<file path="src/sv/rpt_pkg.sv">
// ----------------------------------------------------------------------------
// rpt_pkg: shared types and codes of the reference-counted pin table
// Request and response payloads, status codes and the command and status
// groups that join the controller and the datapath.
// ----------------------------------------------------------------------------
package rpt_pkg;

	localparam int SLOTS_DEF      = 64;
	localparam int COUNT_BITS_DEF = 16;

	localparam logic CMD_PIN     = 1'b0;
	localparam logic CMD_RELEASE = 1'b1;

	localparam logic [2:0] ST_NEW     = 3'd0;
	localparam logic [2:0] ST_RAISED  = 3'd1;
	localparam logic [2:0] ST_LOWERED = 3'd2;
	localparam logic [2:0] ST_FREED   = 3'd3;
	localparam logic [2:0] ST_UNKNOWN = 3'd4;
	localparam logic [2:0] ST_FULL    = 3'd5;

	typedef struct packed {
		logic        cmd;
		logic [63:0] handle;
	} req_t;

	typedef struct packed {
		logic [5:0]  slot_index;
		logic [15:0] ref_count;
		logic [2:0]  status;
	} rsp_t;

	// controller to datapath
	typedef struct packed {
		logic load;
		logic scan;
		logic pop;
		logic commit;
	} dp_cmd_t;

	// datapath to controller
	typedef struct packed {
		logic scan_done;
		logic held;
		logic release_req;
		logic free_avail;
	} dp_sts_t;

endpackage

</file>
<file path="src/sv/rpt_ctrl.sv">
// ----------------------------------------------------------------------------
// rpt_ctrl: request sequencer of the pin table
// Accepts a request, runs the key scan, reads the free stack when a new
// slot is needed, commits the update and holds the response valid.
// ----------------------------------------------------------------------------
module rpt_ctrl (
	input  logic             clk,
	input  logic             arst_n,
	input  logic             req_valid,
	output logic             req_ready,
	output logic             rsp_valid,
	input  logic             rsp_ready,
	output rpt_pkg::dp_cmd_t cmd,
	input  rpt_pkg::dp_sts_t sts
);
	import rpt_pkg::*;

	typedef enum logic [1:0] {
		S_IDLE,
		S_SCAN,
		S_POP,
		S_COMMIT
	} state_t;

	state_t state_q;
	logic   out_valid_q;
	logic   out_free;

	assign out_free  = !out_valid_q || rsp_ready;
	assign req_ready = (state_q == S_IDLE);
	assign rsp_valid = out_valid_q;

	assign cmd.load   = (state_q == S_IDLE) && req_valid;
	assign cmd.scan   = (state_q == S_SCAN);
	assign cmd.pop    = (state_q == S_POP);
	assign cmd.commit = (state_q == S_COMMIT) && out_free;

	always_ff @(posedge clk or negedge arst_n) begin
		if (!arst_n) begin
			state_q     <= S_IDLE;
			out_valid_q <= 1'b0;
		end else begin
			if (out_valid_q && rsp_ready) begin
				out_valid_q <= 1'b0;
			end
			case (state_q)
				S_IDLE: begin
					if (req_valid) begin
						state_q <= S_SCAN;
					end
				end
				S_SCAN: begin
					if (sts.scan_done) begin
						// a new pin with freed slots on hand takes the stack top
						if (!sts.release_req && !sts.held && sts.free_avail) begin
							state_q <= S_POP;
						end else begin
							state_q <= S_COMMIT;
						end
					end
				end
				S_POP: begin
					state_q <= S_COMMIT;
				end
				S_COMMIT: begin
					// hold until the response register is free
					if (out_free) begin
						out_valid_q <= 1'b1;
						state_q     <= S_IDLE;
					end
				end
				default: begin
					state_q <= S_IDLE;
				end
			endcase
		end
	end

endmodule

</file>
<file path="config.mk">
export PLATFORM = sky130hd
export DESIGN_NAME = rpt_ctrl
export DESIGN_NICKNAME = d
export VERILOG_FILES = /design/src/sv/rpt_pkg.sv /design/src/sv/rpt_ctrl.sv
export SDC_FILE = /design/constraint.sdc
export NUM_CORES = 1
export LEC_CHECK = 0
export BUFFER_PORTS_ARGS = -buffer_cell sky130_fd_sc_hd__buf_2
export CAP_MARGIN = 20
export CORE_AREA = 4 4 41 43
export CTS_CLUSTER_SIZE = 20
export DETAILED_ROUTE_END_ITERATION = 10
export DIE_AREA = 0 0 45 47
export GPL_TIMING_DRIVEN = 0
export PLACE_DENSITY = 0.44
export SETUP_SLACK_MARGIN = 0.1
export SLEW_MARGIN = 20
export SYNTH_ARGS = -nofsm -noshare
export SYNTH_HDL_FRONTEND = slang
export SYNTH_SLANG_ARGS = --single-unit
</file>
<file path="constraint.sdc">
create_clock -name clk -period 1.69 [get_ports clk]
set_input_delay 0.0845 -clock clk [delete_from_list [all_inputs] [get_ports clk]]
set_output_delay 0.0845 -clock clk [all_outputs]
set_load 0.005 [all_outputs]
</file>
==> out/summary.txt, run 1 <==
POWER AND IR DROP
------------------------------------------------------------------------------------------
Pleak .......................................................................     0.221 nW
Cell Pwr Density ............................................................  1680 mW/mm²
Worst VDD drop ..............................................................   0.000594 V

LAYOUT
------------------------------------------------------------------------------------------
Fraction of layout cells with a size suffix above 1 .........................        52.3%
Post-Layout Inst Area .......................................................      412 µm²
Area growth from synthesis to layout ........................................        51.6%
Final non-filler cell total .................................................           59
Nets@finish .................................................................           57
Number of inserted diodes ...................................................            0

STA
------------------------------------------------------------------------------------------
Max-slew headroom at the worst pin ..........................................        82.5%
Count of final setup violators ..............................................            0
Ratio of final minimum period to clock period ...............................        90.5%
Min Hold Slack ..............................................................     0.143 ns
Final hold viol count .......................................................            0
Shortest clock period the worst path allows after layout ....................      1.53 ns
Total negative setup slack ..................................................         0 ns
Highest clock frequency the design can meet .................................      654 MHz
Transition time of the tightest slew-check pin ..............................     0.262 ns
Worst Skew ..................................................................   0.00305 ns
Setup repair after global routing missed its margin .........................        false
Max-slew violation count ....................................................            0

ROUTE
------------------------------------------------------------------------------------------
Wire per inst ...............................................................      10.1 µm
Vias/cell ...................................................................         4.15
Number of vias in the routed layout .........................................          245
Iteration count of the initial detailed-routing pass ........................            3
WL final ....................................................................       596 µm
Number of DRC markers in iteration 0 ........................................            1
Antenna-violating nets left .................................................            0
Detailed-route DRC error count ..............................................            0

STATUS
------------------------------------------------------------------------------------------
Result of the run ........................................................... finished, final reports clean

FLOORPLANNING
------------------------------------------------------------------------------------------
Core area ...................................................................  0.00130 mm²
Die span in y ...............................................................        47 µm
Area enclosed by the die boundary ...........................................  0.00212 mm²
Std cell rows ...............................................................           13
Initial cell density of the core ............................................        20.9%
IO Pins .....................................................................           14
Width of the chip ...........................................................        45 µm

GLOBAL ROUTE
------------------------------------------------------------------------------------------
Aggregate global-route resource usage .......................................        6.72%
Initial antenna violation count .............................................            0
Via count of the first global-routing pass ..................................          256
Global-route wire length before repair ......................................       972 µm
Overflow left after global routing ..........................................            0
Maximum number of pins on one net before global-route repair ................            7

YOSYS
------------------------------------------------------------------------------------------
Post-synthesis mux area share ...............................................        4.15%
Synthesized area per cell ...................................................     11.3 µm²
Fraction of post-synthesis cell area in the top cell type by area ...........        27.6%
Top cells by area, synth .................................................... dfrtp_1 28%, ha_1 18%, a2111oi_4 10%
Fraction of synthesis flops using an asynchronous set or reset pin ..........         100%
Number of enable flip-flop cells after synthesis ............................            0
Xor-xnor portion of the synthesized cell area ...............................           0%
Top_reg_cell synth ..........................................................      dfrtp_1
#FFs+latches synth ..........................................................            3
Cell area after synthesis ...................................................      272 µm²
Cell type with the largest total area after synthesis .......................      dfrtp_1
Fraction of the mapped netlist area in simple logic gates ...................        20.3%
Yosys warnings ..............................................................            0
Distinct cell type count after synthesis ....................................           15
Cell count after synthesis ..................................................           24
Nets in the synthesized netlist .............................................           36
Compound-Gate Fraction of Synth Area ........................................        18.9%
Share of synthesized cell area in full adder, half adder and majority cells .        18.4%
Largest family of logic cells by synthesized area ........................... simple AND/OR/NAND/NOR gates
Post-synthesis sequential area ratio ........................................        27.6%

CRITICAL PATH
------------------------------------------------------------------------------------------
Class of the most critical setup path .......................................   reg -> reg
Startpoint types ............................................................     register
List of cells traversed by the critical path ................................ ha_1 > and3b_4 > a211oi_2 > mux2_2
Worst Path Required .........................................................      1.80 ns
Buffers plus inverters on the worst setup path ..............................            0
Max Fanout on Critical Path .................................................            4
Library cell contributing the largest single delay on the critical path .....      dfrtp_1
Worst Path Arrival ..........................................................      1.64 ns
Crit path max-delay family ..................................................   flip-flops
Critical path's largest stage delay .........................................      0.41 ns
Crit path capture type ......................................................     register

CLOCK NETWORK
------------------------------------------------------------------------------------------
Clock insertion delay at the later pin of the skew report ...................      0.23 ns
CTS tree ....................................................................          yes
H-tree levels ...............................................................            1
Reg clk slew, reported paths ................................................      0.04 ns
Maximum number of buffers from clock root to sink ...........................            2
CTS Root Buffer Type ........................................................     clkbuf_4
Clock sink count ............................................................            3
CTS buffer count ............................................................            3

PLACEMENT
------------------------------------------------------------------------------------------
Total of buffers placed on input and output ports ...........................           13
Global placement routability congestion .....................................        0.762
Placed cell count ...........................................................           52
DP Wirelength ...............................................................       499 µm
Placement Cell Area .........................................................      355 µm²

WORST HOLD PATH
------------------------------------------------------------------------------------------
Type of the worst min-delay path ............................................    in -> reg

FLOW RUN
------------------------------------------------------------------------------------------
Max capacitance violation total .............................................            0

-- path summary, 6_finish.rpt --
check | from | to | slack [ns] | cells after the start
setup reg to reg | state_q[0]$_DFFE_PN0P_ | state_q[1]$_DFFE_PN0P_ | 0.16 | 4
hold reg to reg | rsp_valid$_DFF_PN0_ | rsp_valid$_DFF_PN0_ | 0.52 | 2
max in group asynchronous | arst_n | rsp_valid$_DFF_PN0_ | 1.39 | 2
hold / removal | rsp_ready | rsp_valid$_DFF_PN0_ | 0.14 | 3
setup / recovery | state_q[0]$_DFFE_PN0P_ | state_q[1]$_DFFE_PN0P_ | 0.16 | 4
min in group asynchronous | arst_n | state_q[1]$_DFFE_PN0P_ | 0.20 | 2
-- timing repair --
item / 4_1_cts / 5_1_grt
setup endpoints to repair: 1 / 1
endpoints found under the hold margin: 3 / 0
resized for setup: 1 / 1
pin swaps: 0 / 0
hold buffers: 1 / 0
buffers inserted: 1 / 1
-- per-layer routing --
| metal | vias up | global-route usage [%] | part of all wire, % |
|---|---|---|---|
| met5 | - | 0 | 0 |
| met4 | 0 | 5.26 | 2.3 |
| met3 | 2 | 3.83 | 6.4 |
| met2 | 9 | 11.6 | 59 |
| met1 | 110 | 5.71 | 32 |
| li1 | 124 | - | - |
-- sequential cells by signal (all words and copies together), names as in the netlist --
register	flops
state_q	2
rsp_valid	1
-- Yosys cell counts (2+ instances only) --
library cell and number:
inv_1 3, dfrtp_1 3, ha_1 4, nand2b_1 2, and2_1 2
-- metrics by stage --
step	worst slack (ns)	total power [mW]	utilization, %
2_1_floorplan	0.201	0.410	-
3_3_place_gp	0.105	0.519	27.3
3_5_place_dp	0.0874	0.528	27.3
4_1_cts	0.146	0.685	31.1
5_1_grt	0.101	0.775	31.6
6_report	0.160	0.693	31.6
-- layout make-up --
class                           count  area [µm²]
Clock buffer                        4        26.3
Fill cell                         146         890
Inverter                            4        28.8
Multi-Input combinational cell     17         173
Sequential cell                     3        75.1
Tap cell                           15        18.8
Timing Repair Buffer               16        90.1
-- cell usage in the layout, fill, tap and decap left out --
cell,netlist,layout
buf_2,0,13
o31ai_1,1,1
nand2b_1,2,2
bufinv_8,1,1
dlygate4sd3_1,0,1
and2_1,2,2
ha_1,4,4
mux2_2,0,1
and2b_1,1,1
and3b_4,1,1
nor2_1,1,1
nor4_1,1,1
buf_4,0,2
inv_1,3,3
a2111oi_4,1,1
dfrtp_1,3,3
clkbuf_1,0,1
a2bb2oi_1,1,1
a211oi_2,0,1
clkbuf_4,0,3
-- power by group --
group	total [mW]	switching, mW	internal (mW)
combinational	0.425	0.187	0.238
sequential	0.147	0.0345	0.113
clock	0.121	0.0331	0.0882
total	0.693	0.255	0.438
-- worst reg2reg max path: cells and delay by family (launching register included) --
kind / cells / cell delay [ns]
mux: 1 / 0.36
flops: 1 / 0.41
simple gates: 1 / 0.21
fa+ha+maj: 1 / 0.23
compound gates: 1 / 0.20
-- kinds of logic after synthesis --
logic type / after synthesis
simple gates: 8
compound gates: 4
fa+ha+maj: 4
buf+inv: 4
flops: 3
mux: 1
Power figures use the tool's default switching activity.
==> run 2, diff against run 1 <==
--- a/config.mk
+++ b/config.mk
@@ -11,7 +11,6 @@
 export CTS_CLUSTER_SIZE = 20
 export DETAILED_ROUTE_END_ITERATION = 10
 export DIE_AREA = 0 0 45 47
-export GPL_TIMING_DRIVEN = 0
 export PLACE_DENSITY = 0.44
 export SETUP_SLACK_MARGIN = 0.1
 export SLEW_MARGIN = 20
==> run 2 against run 1 <==
Cell area shrank 1.8%. Wire length shrank 12%. Global-route usage shrank 1.8 points. Largest cell class unchanged.
==> out/summary.txt, run 2 (synthesis gave the netlist of run 1 again) <==
STATUS
--------------------------------------------------------------------------------------
Result of the run ....................................................... finished, final reports clean

LAYOUT
--------------------------------------------------------------------------------------
Highest-count cells in the layout ignoring fill and taps ................ 13 x buf_2, 4 x ha_1, 3 x inv_1, 3 x clkbuf_4, 3 x dfrtp_1
Util after Layout .......................................................        31.1%   -0.58 points
Number of inserted diodes ...............................................            0   unchanged
Area growth from synthesis to layout ....................................        48.8%
Most common cell after layout, fill and taps aside ......................        buf_2
Flip-flop count of the largest register, all copies and words added .....            2   unchanged
Nets@finish .............................................................           56   -1.8%
Fraction of layout cells with a size suffix above 1 .....................        48.8%   -3.4 points
Largest register by flop count ..........................................      state_q

POWER AND IR DROP
--------------------------------------------------------------------------------------
Pleak ...................................................................     0.216 nW   -2.1%
Post-route total power ..................................................     0.662 mW   -4.6%
Cell Pwr Density ........................................................  1640 mW/mm²   -2.8%
Worst VDD drop ..........................................................   0.000525 V   -12%

CLOCK NETWORK
--------------------------------------------------------------------------------------
H-tree levels ...........................................................            1   unchanged
CTS Root Buffer Type ....................................................     clkbuf_4
Reg clk slew, reported paths ............................................      0.04 ns   about the same
CTS tree ................................................................          yes
Clock sink count ........................................................            3   unchanged
Clock insertion delay at the later pin of the skew report ...............      0.23 ns   about the same
CTS buffer count ........................................................            3   unchanged
Maximum number of buffers from clock root to sink .......................            2   unchanged

STA
--------------------------------------------------------------------------------------
Highest clock frequency the design can meet .............................      660 MHz   +1.0%
Final hold viol count ...................................................            0   unchanged
Ratio of final minimum period to clock period ...........................        89.6%   -0.91 points
Transition time of the tightest slew-check pin ..........................     0.256 ns   -0.00671 ns
Setup slack after layout ................................................     0.176 ns   +0.0153 ns
Total negative setup slack ..............................................         0 ns   unchanged
Worst Skew ..............................................................   0.00215 ns   -0.000903 ns
Min Hold Slack ..........................................................     0.148 ns   +0.00463 ns
Setup repair after global routing missed its margin .....................        false
Max-slew headroom at the worst pin ......................................        83.0%   +0.45 points
Count of final setup violators ..........................................            0   unchanged
Max-slew violation count ................................................            0   unchanged
Shortest clock period the worst path allows after layout ................      1.51 ns   -0.0153 ns

FLOORPLANNING
--------------------------------------------------------------------------------------
Area enclosed by the die boundary .......................................  0.00212 mm²   unchanged
Core area ...............................................................  0.00130 mm²   unchanged
Die span in y ...........................................................        47 µm   unchanged
Std cell rows ...........................................................           13   unchanged
IO Pins .................................................................           14   unchanged
Initial cell density of the core ........................................        20.9%   unchanged
Width of the chip .......................................................        45 µm   unchanged

CRITICAL PATH
--------------------------------------------------------------------------------------
Buffers plus inverters on the worst setup path ..........................            0   unchanged
Startpoint types ........................................................     register
Class of the most critical setup path ...................................   reg -> reg
List of cells traversed by the critical path ............................ ha_1 > and3b_4 > a211oi_2 > mux2_1
Crit path capture type ..................................................     register
Critical path's largest stage delay .....................................      0.40 ns   about the same
Worst Path Arrival ......................................................      1.62 ns   -0.02 ns
Max Fanout on Critical Path .............................................            4   unchanged
Crit path max-delay family ..............................................   flip-flops
Worst Path Required .....................................................      1.79 ns   about the same
Register-to-Register Setup Slack ........................................      0.18 ns   +0.02 ns
Library cell contributing the largest single delay on the critical path .      dfrtp_1

ROUTE
--------------------------------------------------------------------------------------
Iteration count of the initial detailed-routing pass ....................            4   +1
Antenna-violating nets left .............................................            0   unchanged
Wire per inst ...........................................................      9.07 µm   -10%
Detailed-route DRC error count ..........................................            0   unchanged
WL final ................................................................       526 µm   -12%
Number of vias in the routed layout .....................................          232   -5.3%
Number of DRC markers in iteration 0 ....................................            3   +2
Vias/cell ...............................................................         4.00   -3.7%

GLOBAL ROUTE
--------------------------------------------------------------------------------------
Initial antenna violation count .........................................            0   unchanged
Maximum number of pins on one net before global-route repair ............            7   unchanged
Global-route wire length before repair ..................................       752 µm   -23%
Via count of the first global-routing pass ..............................          188   -27%
Overflow left after global routing ......................................            0   unchanged
Aggregate global-route resource usage ...................................        4.91%   -1.8 points

PLACEMENT
--------------------------------------------------------------------------------------
Worst slack after detailed placement ....................................    0.0845 ns   -0.00293 ns
Total of buffers placed on input and output ports .......................           13   unchanged
Global placement routability congestion .................................        0.717   -5.9%

WORST HOLD PATH
--------------------------------------------------------------------------------------
Type of the worst min-delay path ........................................    in -> reg

FLOW RUN
--------------------------------------------------------------------------------------
Max capacitance violation total .........................................            0   unchanged

-- run 2: cell types whose count changed in the layout (fill, tap and decap cells not counted) --
cell,change
buf_4,-1
mux2_1,+1
mux2_2,-1
-- run 2: cell type report --
class,instances,area (µm²)
tap,15,18.8
clock buffer,4,26.3
fill,144,897
multi-input combinational,17,173
sequential,3,75.1
inverter,4,28.8
timing repair buffer,15,82.6
-- run 2: worst paths after layout --
kind,depth (start not counted),start,endpoint
worst max-delay path,4,state_q[0]$_DFFE_PN0P_,state_q[1]$_DFFE_PN0P_
worst min register to register,2,rsp_valid$_DFF_PN0_,rsp_valid$_DFF_PN0_
worst max register to register,4,state_q[0]$_DFFE_PN0P_,state_q[1]$_DFFE_PN0P_
worst min-delay path,3,rsp_ready,rsp_valid$_DFF_PN0_
max in group asynchronous,2,arst_n,state_q[0]$_DFFE_PN0P_
min in group asynchronous,2,arst_n,rsp_valid$_DFF_PN0_
-- run 2: worst register-to-register path, stage by stage (launching register included) --
cell,delay [ns]
dfrtp_1,0.40
ha_1,0.23
and3b_4,0.21
a211oi_2,0.21
mux2_1,0.34
-- run 2: timing repair --
| action | CTS | global route |
|---|---|---|
| endpoints found under the hold margin | 3 | 0 |
| hold buffers | 1 | 0 |
| setup endpoints to repair | 1 | 1 |
| gates resized for setup | 1 | 0 |
| setup buffers | 0 | 1 |
-- run 2: power breakdown --
| part | total (mW) | switching, mW | internal [mW] |
|---|---|---|---|
| Sequential | 0.143 | 0.0306 | 0.113 |
| Combinational | 0.397 | 0.179 | 0.218 |
| Clock | 0.122 | 0.0335 | 0.0882 |
-- run 2: layer usage --
metal / up-vias / share of wire, % / global-route usage [%]
met4: 0 / 0 / 3.51
met3: 0 / 6.5 / 1.53
li1: 121 / - / -
met5: - / 0 / 0
met2: 7 / 56 / 8.76
met1: 104 / 37 / 4.79
-- run 2: stage by stage --
stage	cells	instance area (µm²)
floorplan	24	272
global placement	52	355
detailed placement	52	355
global route	58	404
CTS	57	397
finish	58	404
